**src/sv/char_lcd_write_sequencer_assert.svh**
```systemverilog
// Assertion macros for the LCD write sequencer; clocked on clk, held off during reset.
`ifndef CHAR_LCD_WRITE_SEQUENCER_ASSERT_SVH
`define CHAR_LCD_WRITE_SEQUENCER_ASSERT_SVH

`ifndef NO_ASSERTIONS

`define LCDWS_ASSERT_IMPLY(label, ante, cons, msg) \
    label: assert property (@(posedge clk) disable iff (!rst_n) (ante) |-> (cons)) \
        else $error(msg);

`define LCDWS_ASSERT_NEXT(label, ante, cons, msg) \
    label: assert property (@(posedge clk) disable iff (!rst_n) (ante) |=> (cons)) \
        else $error(msg);

`else

`define LCDWS_ASSERT_IMPLY(label, ante, cons, msg)

`define LCDWS_ASSERT_NEXT(label, ante, cons, msg)

`endif

`endif

```
**src/sv/lcdws_pkg.sv**
```systemverilog
package lcdws_pkg;

    localparam int CFG_INDEX_W = 3;
    localparam int CFG_DATA_W  = 16;
    localparam int TICKS_W     = 16;
    localparam int STROBE_W    = 8;
    localparam int BYTE_W      = 8;
    localparam int S_USER_W    = 2;
    localparam int M_DATA_W    = 16;

    localparam logic [CFG_INDEX_W-1:0] REG_FOUR_BIT_MODE      = 3'd0;
    localparam logic [CFG_INDEX_W-1:0] REG_ENABLE_HIGH_TICKS  = 3'd1;
    localparam logic [CFG_INDEX_W-1:0] REG_NIBBLE_GAP_TICKS   = 3'd2;
    localparam logic [CFG_INDEX_W-1:0] REG_COMMAND_HOLD_TICKS = 3'd3;
    localparam logic [CFG_INDEX_W-1:0] REG_DATA_HOLD_TICKS    = 3'd4;

    localparam logic ACTION_TICK  = 1'b0;
    localparam logic ACTION_WRITE = 1'b1;

    localparam logic [BYTE_W-1:0] HIGH_NIBBLE = 8'hf0;
    localparam logic [BYTE_W-1:0] LOW_NIBBLE  = 8'h0f;

    localparam logic              RESET_FOUR_BIT_MODE      = 1'b1;
    localparam logic [STROBE_W-1:0] RESET_ENABLE_HIGH_TICKS = 8'd3;
    localparam logic [TICKS_W-1:0] RESET_NIBBLE_GAP_TICKS   = 16'd200;
    localparam logic [TICKS_W-1:0] RESET_COMMAND_HOLD_TICKS = 16'd3000;
    localparam logic [TICKS_W-1:0] RESET_DATA_HOLD_TICKS    = 16'd3000;

    typedef enum logic [4:0] {
        PH_IDLE      = 5'b00001,
        PH_STROBE_HI = 5'b00010,
        PH_GAP       = 5'b00100,
        PH_STROBE_LO = 5'b01000,
        PH_HOLD      = 5'b10000
    } lcdws_phase_t;

    // Last member lands in the lowest bits of tdata.
    typedef struct packed {
        logic [1:0]        pad;
        logic              write_refused;
        logic              busy_res;
        logic              enable_strobe;
        logic              read_write;
        logic              register_select;
        logic              low_pins_driven;
        logic [BYTE_W-1:0] data_pins;
    } lcdws_result_t;

endpackage

```
**src/sv/char_lcd_write_sequencer.sv**
```systemverilog
// Character LCD write sequencer.
// Input stream: one transaction per clock at most. s_tuser[0] is the action (0 tick of
// the one-microsecond timebase, 1 write request), s_tuser[1] the command/data flag and
// s_tdata the byte to write. Every input transaction yields exactly one output
// transaction carrying the LCD pin levels after that item (data pins, low-pin drive,
// RS, RW, EN, busy and a refused-write flag).
// Results are registered; throughput is one item per cycle while s_tready is high, set
// by the single registered pass from the phase/countdown state to the output register.
// Strobe, gap and hold times count ticks, not clocks. The user must load the timing
// registers through cfg_we/cfg_index/cfg_wdata while idle; the block does not check.
// Reset puts the sequencer in its idle phase with 4-bit mode, EN low, pins low and the
// timing registers at their defaults; the output channel comes up empty.
// When the receiver stalls, one more result is held in a skid register; s_tready then
// drops until the output drains. No item is lost or repeated.
module char_lcd_write_sequencer #(
    parameter int COUNT_WIDTH = 16
) (
    input  logic                              clk,
    input  logic                              rst_n,
    input  logic                              cfg_we,
    input  logic [lcdws_pkg::CFG_INDEX_W-1:0] cfg_index,
    input  logic [lcdws_pkg::CFG_DATA_W-1:0]  cfg_wdata,
    input  logic                              s_tvalid,
    output logic                              s_tready,
    input  logic [lcdws_pkg::BYTE_W-1:0]      s_tdata,   // [7:0] byte_value
    input  logic [lcdws_pkg::S_USER_W-1:0]    s_tuser,   // [0] action, [1] is_data
    output logic                              m_tvalid,
    input  logic                              m_tready,
    // [7:0] data_pins, [8] low_pins_driven, [9] register_select, [10] read_write,
    // [11] enable_strobe, [12] busy_res, [13] write_refused, [15:14] zero
    output logic [lcdws_pkg::M_DATA_W-1:0]    m_tdata
);

`include "char_lcd_write_sequencer_assert.svh"

    lcdws_pkg::lcdws_result_t result;
    lcdws_pkg::lcdws_result_t out_reg;
    lcdws_pkg::lcdws_result_t skid_reg;
    logic                     out_valid_reg;
    logic                     skid_valid_reg;
    logic                     in_take;
    logic                     out_take;

    assign s_tready = ~skid_valid_reg;
    assign in_take  = s_tvalid & s_tready;
    assign out_take = out_valid_reg & m_tready;

    lcdws_ctrl #(
        .COUNT_WIDTH (COUNT_WIDTH)
    ) u_ctrl (
        .clk         (clk),
        .rst_n       (rst_n),
        .cfg_we      (cfg_we),
        .cfg_index   (cfg_index),
        .cfg_wdata   (cfg_wdata),
        .item_accept (in_take),
        .action      (s_tuser[0]),
        .byte_value  (s_tdata),
        .is_data     (s_tuser[1]),
        .result      (result)
    );

    always_ff @(posedge clk or negedge rst_n)
    begin
        if (!rst_n)
        begin
            out_valid_reg  <= 1'b0;
            skid_valid_reg <= 1'b0;
        end
        else if (skid_valid_reg)
        begin
            if (out_take)
            begin
                skid_valid_reg <= 1'b0;
            end
        end
        else if (in_take)
        begin
            if (out_valid_reg && !m_tready)
            begin
                skid_valid_reg <= 1'b1;
            end
            else
            begin
                out_valid_reg <= 1'b1;
            end
        end
        else if (out_take)
        begin
            out_valid_reg <= 1'b0;
        end
    end

    always_ff @(posedge clk)
    begin
        if (skid_valid_reg)
        begin
            if (out_take)
            begin
                out_reg <= skid_reg;
            end
        end
        else if (in_take)
        begin
            if (out_valid_reg && !m_tready)
            begin
                skid_reg <= result;
            end
            else
            begin
                out_reg <= result;
            end
        end
    end

    assign m_tvalid = out_valid_reg;
    assign m_tdata  = out_reg;

    `LCDWS_ASSERT_IMPLY(a_skid_behind_out, skid_valid_reg, out_valid_reg,
        "skid register holds a result while the output register is empty")
    `LCDWS_ASSERT_NEXT(a_accept_gives_result, in_take, m_tvalid,
        "accepted transaction produced no output")
    `LCDWS_ASSERT_IMPLY(a_strobe_when_busy, out_valid_reg && out_reg.enable_strobe,
        out_reg.busy_res, "enable strobe high while not busy")
    `LCDWS_ASSERT_IMPLY(a_refused_when_busy, out_valid_reg && out_reg.write_refused,
        out_reg.busy_res, "write refused while idle")

endmodule

```
**src/sv/lcdws_ctrl.sv**
```systemverilog
module lcdws_ctrl #(
    parameter int COUNT_WIDTH = 16
) (
    input  logic                              clk,
    input  logic                              rst_n,
    input  logic                              cfg_we,
    input  logic [lcdws_pkg::CFG_INDEX_W-1:0] cfg_index,
    input  logic [lcdws_pkg::CFG_DATA_W-1:0]  cfg_wdata,
    input  logic                              item_accept,
    input  logic                              action,
    input  logic [lcdws_pkg::BYTE_W-1:0]      byte_value,
    input  logic                              is_data,
    output lcdws_pkg::lcdws_result_t          result
);

    localparam int LW = (COUNT_WIDTH > lcdws_pkg::TICKS_W) ? COUNT_WIDTH : lcdws_pkg::TICKS_W;
    localparam logic [LW-1:0] CMAX = LW'({COUNT_WIDTH{1'b1}});

    function automatic logic [COUNT_WIDTH-1:0] clamp_count(
        input logic [lcdws_pkg::TICKS_W-1:0] v
    );
        logic [LW-1:0] wide;
        wide = LW'(v);
        if (wide > CMAX)
        begin
            return CMAX[COUNT_WIDTH-1:0];
        end
        return wide[COUNT_WIDTH-1:0];
    endfunction

    logic                              four_bit_mode_reg;
    logic [lcdws_pkg::STROBE_W-1:0]    enable_high_ticks_reg;
    logic [lcdws_pkg::TICKS_W-1:0]     nibble_gap_ticks_reg;
    logic [lcdws_pkg::TICKS_W-1:0]     command_hold_ticks_reg;
    logic [lcdws_pkg::TICKS_W-1:0]     data_hold_ticks_reg;

    lcdws_pkg::lcdws_phase_t           phase_reg, phase_next;
    logic [COUNT_WIDTH-1:0]            count_reg, count_next;
    logic [lcdws_pkg::BYTE_W-1:0]      byte_reg, byte_next;
    logic                              select_reg, select_next;
    logic                              four_reg, four_next;
    logic [lcdws_pkg::BYTE_W-1:0]      pin_reg, pin_next;

    logic [COUNT_WIDTH-1:0]            en_cnt;
    logic [COUNT_WIDTH-1:0]            gap_cnt;
    logic [COUNT_WIDTH-1:0]            hold_cnt;
    logic [COUNT_WIDTH-1:0]            dec_cnt;
    logic [lcdws_pkg::BYTE_W-1:0]      low_pins;
    logic                              refused;
    logic                              busy;

    always_ff @(posedge clk or negedge rst_n)
    begin
        if (!rst_n)
        begin
            four_bit_mode_reg      <= lcdws_pkg::RESET_FOUR_BIT_MODE;
            enable_high_ticks_reg  <= lcdws_pkg::RESET_ENABLE_HIGH_TICKS;
            nibble_gap_ticks_reg   <= lcdws_pkg::RESET_NIBBLE_GAP_TICKS;
            command_hold_ticks_reg <= lcdws_pkg::RESET_COMMAND_HOLD_TICKS;
            data_hold_ticks_reg    <= lcdws_pkg::RESET_DATA_HOLD_TICKS;
        end
        else if (cfg_we)
        begin
            case (cfg_index)
                lcdws_pkg::REG_FOUR_BIT_MODE:      four_bit_mode_reg <= cfg_wdata[0];
                lcdws_pkg::REG_ENABLE_HIGH_TICKS:
                    enable_high_ticks_reg <= cfg_wdata[lcdws_pkg::STROBE_W-1:0];
                lcdws_pkg::REG_NIBBLE_GAP_TICKS:   nibble_gap_ticks_reg <= cfg_wdata;
                lcdws_pkg::REG_COMMAND_HOLD_TICKS: command_hold_ticks_reg <= cfg_wdata;
                lcdws_pkg::REG_DATA_HOLD_TICKS:    data_hold_ticks_reg <= cfg_wdata;
                default:                           ;
            endcase
        end
    end

    always_ff @(posedge clk or negedge rst_n)
    begin
        if (!rst_n)
        begin
            phase_reg  <= lcdws_pkg::PH_IDLE;
            count_reg  <= '0;
            byte_reg   <= '0;
            select_reg <= 1'b0;
            four_reg   <= 1'b1;
            pin_reg    <= '0;
        end
        else if (item_accept)
        begin
            phase_reg  <= phase_next;
            count_reg  <= count_next;
            byte_reg   <= byte_next;
            select_reg <= select_next;
            four_reg   <= four_next;
            pin_reg    <= pin_next;
        end
    end

    assign en_cnt   = (enable_high_ticks_reg == '0) ? COUNT_WIDTH'(1)
                                                    : COUNT_WIDTH'(enable_high_ticks_reg);
    assign gap_cnt  = clamp_count(nibble_gap_ticks_reg);
    assign hold_cnt = clamp_count(select_reg ? data_hold_ticks_reg : command_hold_ticks_reg);
    assign dec_cnt  = (count_reg == '0) ? '0 : count_reg - COUNT_WIDTH'(1);
    assign low_pins = lcdws_pkg::BYTE_W'((byte_reg & lcdws_pkg::LOW_NIBBLE) << 4);

    always_comb
    begin
        phase_next  = phase_reg;
        count_next  = count_reg;
        byte_next   = byte_reg;
        select_next = select_reg;
        four_next   = four_reg;
        pin_next    = pin_reg;
        refused     = 1'b0;

        if (action == lcdws_pkg::ACTION_WRITE)
        begin
            if (phase_reg != lcdws_pkg::PH_IDLE)
            begin
                refused = 1'b1;
            end
            else
            begin
                byte_next   = byte_value;
                select_next = is_data;
                four_next   = four_bit_mode_reg;
                pin_next    = four_bit_mode_reg ? (byte_value & lcdws_pkg::HIGH_NIBBLE)
                                                : byte_value;
                phase_next  = lcdws_pkg::PH_STROBE_HI;
                count_next  = en_cnt;
            end
        end
        else
        begin
            case (phase_reg)
                lcdws_pkg::PH_IDLE:
                begin
                end
                lcdws_pkg::PH_STROBE_HI,
                lcdws_pkg::PH_GAP,
                lcdws_pkg::PH_STROBE_LO,
                lcdws_pkg::PH_HOLD:
                begin
                    count_next = dec_cnt;
                    if (dec_cnt == '0)
                    begin
                        // advance; a zero gap or hold falls through to the next phase
                        if ((phase_reg == lcdws_pkg::PH_STROBE_HI && four_reg && gap_cnt == '0)
                            || phase_reg == lcdws_pkg::PH_GAP)
                        begin
                            phase_next = lcdws_pkg::PH_STROBE_LO;
                            pin_next   = low_pins;
                            count_next = en_cnt;
                        end
                        else if (phase_reg == lcdws_pkg::PH_STROBE_HI && four_reg)
                        begin
                            phase_next = lcdws_pkg::PH_GAP;
                            count_next = gap_cnt;
                        end
                        else if (phase_reg != lcdws_pkg::PH_HOLD && hold_cnt != '0)
                        begin
                            phase_next = lcdws_pkg::PH_HOLD;
                            count_next = hold_cnt;
                        end
                        else
                        begin
                            phase_next = lcdws_pkg::PH_IDLE;
                            count_next = '0;
                        end
                    end
                end
                default:
                begin
                    phase_next = lcdws_pkg::PH_IDLE;
                end
            endcase
        end
    end

    assign busy = (phase_next != lcdws_pkg::PH_IDLE);

    always_comb
    begin
        result                 = '0;
        result.data_pins       = pin_next;
        result.low_pins_driven = busy ? ~four_next : ~four_bit_mode_reg;
        result.register_select = select_next;
        result.read_write      = 1'b0;
        result.enable_strobe   = (phase_next == lcdws_pkg::PH_STROBE_HI)
                              || (phase_next == lcdws_pkg::PH_STROBE_LO);
        result.busy_res        = busy;
        result.write_refused   = refused;
    end

endmodule
```
**config.mk**
```make
export PLATFORM = sky130hd
export DESIGN_NAME = char_lcd_write_sequencer
export DESIGN_NICKNAME = d
export VERILOG_FILES = /design/src/sv/lcdws_pkg.sv /design/src/sv/char_lcd_write_sequencer.sv /design/src/sv/lcdws_ctrl.sv
export VERILOG_INCLUDE_DIRS = /design/src /design/src/sv
export SDC_FILE = /design/constraint.sdc
export NUM_CORES = 1
export LEC_CHECK = 0
export CORE_MARGIN = 2
export CORE_UTILIZATION = 48
export CTS_CLUSTER_DIAMETER = 30
export DETAILED_ROUTE_END_ITERATION = 6
export DONT_BUFFER_PORTS = 1
export PLACE_DENSITY = 0.77
export SYNTH_ARGS = -nofsm -noshare
export SYNTH_HDL_FRONTEND = slang
export SYNTH_SLANG_ARGS = --single-unit
```
**constraint.sdc**
```tcl
create_clock -name clk -period 3.05 [get_ports clk]
set_input_delay 0.305 -clock clk [delete_from_list [all_inputs] [get_ports clk]]
set_output_delay 0.305 -clock clk [all_outputs]
set_load 0.02 [all_outputs]
```
==> summary.txt <==
STA
  – Clk_skew: 6.41 ps
  – Final min period: 3080 ps
  – Worst-Margin Slew: 888 ps
  – RSZ-0062 raised after global routing: true
  – Worst hold slack: 24.2 ps
  – Slew HR: 40.7%
  – Final Hold Vio Count: 0
  – Pins over their slew limit: 0
  – Setup ws final: -34.1 ps
  – Fmax: 0.324 GHz
  – Period utilisation layout: 101%
  – Final setup violation count: 8

Synthesis
  – Synth top area share: 29.0%
  – Sequential fraction of the synthesis area: 50.8%
  – Asr flop ratio synth: 78.3%
  – Synth unique cells: 67
  – FF+latch count, synth: 120
  – Post-Syn Area per Cell: 11.1 um2
  – Synth area leaders: dfrtp_1, mux2_2, edfxtp_1, dfstp_2, nand2_1
  – Post-synth EDFFs: 26
  – Post-Synthesis Cell Area: 6220 um2
  – Yosys top cell by area: dfrtp_1
  – Yosys warns: 0
  – Post-Syn Instances: 562
  – Primary FF master, synth: dfrtp_1

GRT
  – Largest net degree at the start of global routing: 95
  – First-pass GRT wire length: 25.3 mm
  – Vias in the first global route: 4828
  – Gr usage total: 23.2%
  – Antenna violations before repair: 0
  – Total gr overflow: 0

Place
  – DPL Wire Length: 10.6 mm
  – Number of port buffers: 0
  – Placed cell count: 747
  – GPL Wtd Cong: 0.980

Setup path
  – Setup crit end kind: register
  – Arrival time worst endpoint: 3260 ps
  – Critical Path Sink: m_tdata[5]
  – CP Launch Point: u_ctrl.count_reg[0]
  – Critical R2R Launch: u_ctrl.count_reg[0]
  – Worst reg-to-reg setup slack: -30 ps
  – WS Path Type: reg2reg
  – RR Endpoint: m_tdata[5]
  – Crit Path Max Fanout: 6
  – R2R depth: 11
  – Critical Path Start Type: register
  – Req. time, crit path: 3230 ps

Floorplan
  – Core area: 12600 um2
  – DIE AREA: 13900 um2
  – Row count: 41
  – Die H: 118 um
  – Starting Density: 49.3%
  – Die width: 118 um
  – Ports: 52

CTS
  – H-tree Lvls: 4
  – CTS max path bufs: 2
  – CTS tree: done
  – CTS root buf: clkbuf_16
  – Clk sink count: 120
  – Worst-Skew Late Latency: 430 ps
  – Cts bufs inserted: 17
  – CTS clk-pin slew, worst paths: 60 ps

Job
  – Max_cap viols: 0

Finish
  – Layout Nets: 640
  – Commonest non-fill, non-tap cell in the layout: mux2_2
  – Synth-to-layout area growth: 22.3%
  – N_diodes: 0
  – Filler cell count in the final layout: 1014
  – Most frequent cells in the layout: mux2_2, dfrtp_1, nand2_1
  – Final Instance Count excl. Fillers: 790
  – Layout cells sized above 1: 38.7%

Power and ir drop
  – Power Density: 925 nW/um2
  – Static leakage: 3.11 nW
  – Max VDD drop: 0.000588 V

Drt
  – Detail-routed via count per cell: 6.10
  – Routed WL per cell: 20.3 um
  – DR iter-0 viols: 478
  – Remaining antenna violation count: 0
  – Final wirelength: 16.0 mm
  – Drt pass-1 iters: 5
  – Drt drc: 0
  – Total number of vias: 4817

Hold path
  – Hold Path Class: in2reg
  – Hold path depth: 1

Status
  – Status: finished, violations left
  – Failing checks: setup timing
## per-layer routing
metal,part of all wire (%),global-route usage (%),vias up
li1,-,-,2160
met1,40,28.9,2384
met2,49,38.7,224
met3,7.3,5.77,49
met4,3.1,9.41,0
met5,0,0,-
## repair_timing
item,in CTS,in global routing
hold endpoints to repair,95,0
pin swaps,7,14
endpoints found under the setup margin,17,42
cloned,0,1
gates resized for setup,11,35
buffers inserted,3,4
hold buffers,3,0
## cells in the mapped netlist, types with 11 or more instances
master,n
nor2_1,22
o21ai_0,29
inv_1,14
a21oi_1,28
edfxtp_1,26
nand3_1,20
nand2_1,55
clkbuf_1,21
nor4_1,11
nor3_1,12
dfrtp_1,72
a22oi_1,16
mux2_2,81
dfstp_2,22
## final cells by class
cell class              instances  area [um2]  area share, %
inverters                      14        55.1          0.724
repair buffers                 58         523           6.87
clock buffers                  18         429           5.64
well taps                     172         215           2.83
clock inverters                14         174           2.29
flip-flops and latches        120        3160           41.6
multi-input cells             394        3050           40.1
## cell families after synthesis
group           count (synthesis)  synth area share [%]
flops                         120                  50.8
simple gates                  160                  13.4
buf+inv                        50                  3.74
other cells                     1                0.0603
fa+ha+maj                       1                 0.201
mux                            93                  16.7
compound gates                127                  13.7
xor+xnor                       10                  1.41
## how the worst min path moves through the flow
stage / start / to
2_1_floorplan: rst_n / m_tvalid
3_3_place_gp: rst_n / u_ctrl.nibble_gap_ticks_reg[11]
3_5_place_dp: rst_n / u_ctrl.command_hold_ticks_reg[14]
4_1_cts: cfg_wdata[3] / u_ctrl.enable_high_ticks_reg[3]
5_1_grt: cfg_wdata[8] / u_ctrl.command_hold_ticks_reg[8]
6_report: cfg_wdata[3] / u_ctrl.enable_high_ticks_reg[3]
## stage by stage
stage	cell area, um2	TNS (ps)	setup WS [ps]	utilization, %	total power, mW
global route	7610	-2190	-136	60.3	7.39
global placement	6700	-40.4	-34.9	53.1	4.60
CTS	7400	-75.5	-40.7	58.7	6.86
detailed placement	6700	-766	-124	53.1	4.71
finish	7610	-126	-34.1	60.3	7.04
floorplan	6260	-448	-69.6	-	4.07
## power breakdown
group          leakage (nW)  switching, mW  internal (mW)
registers              1.35          0.518           2.24
clock network         0.285          0.759           1.29
logic                  1.47           1.15           1.09
## worst max-delay path, stage by stage (launching register included)
cell and delay (ps):
dfrtp_1 380, buf_4 160, or3_4 420, nor3b_1 290, o21ai_1 130, a211o_1 280
o31ai_2 170, buf_4 210, and2_4 230, mux2_4 330, o21ai_4 160, o21ai_1 70
Power figures use the tool's default switching activity.
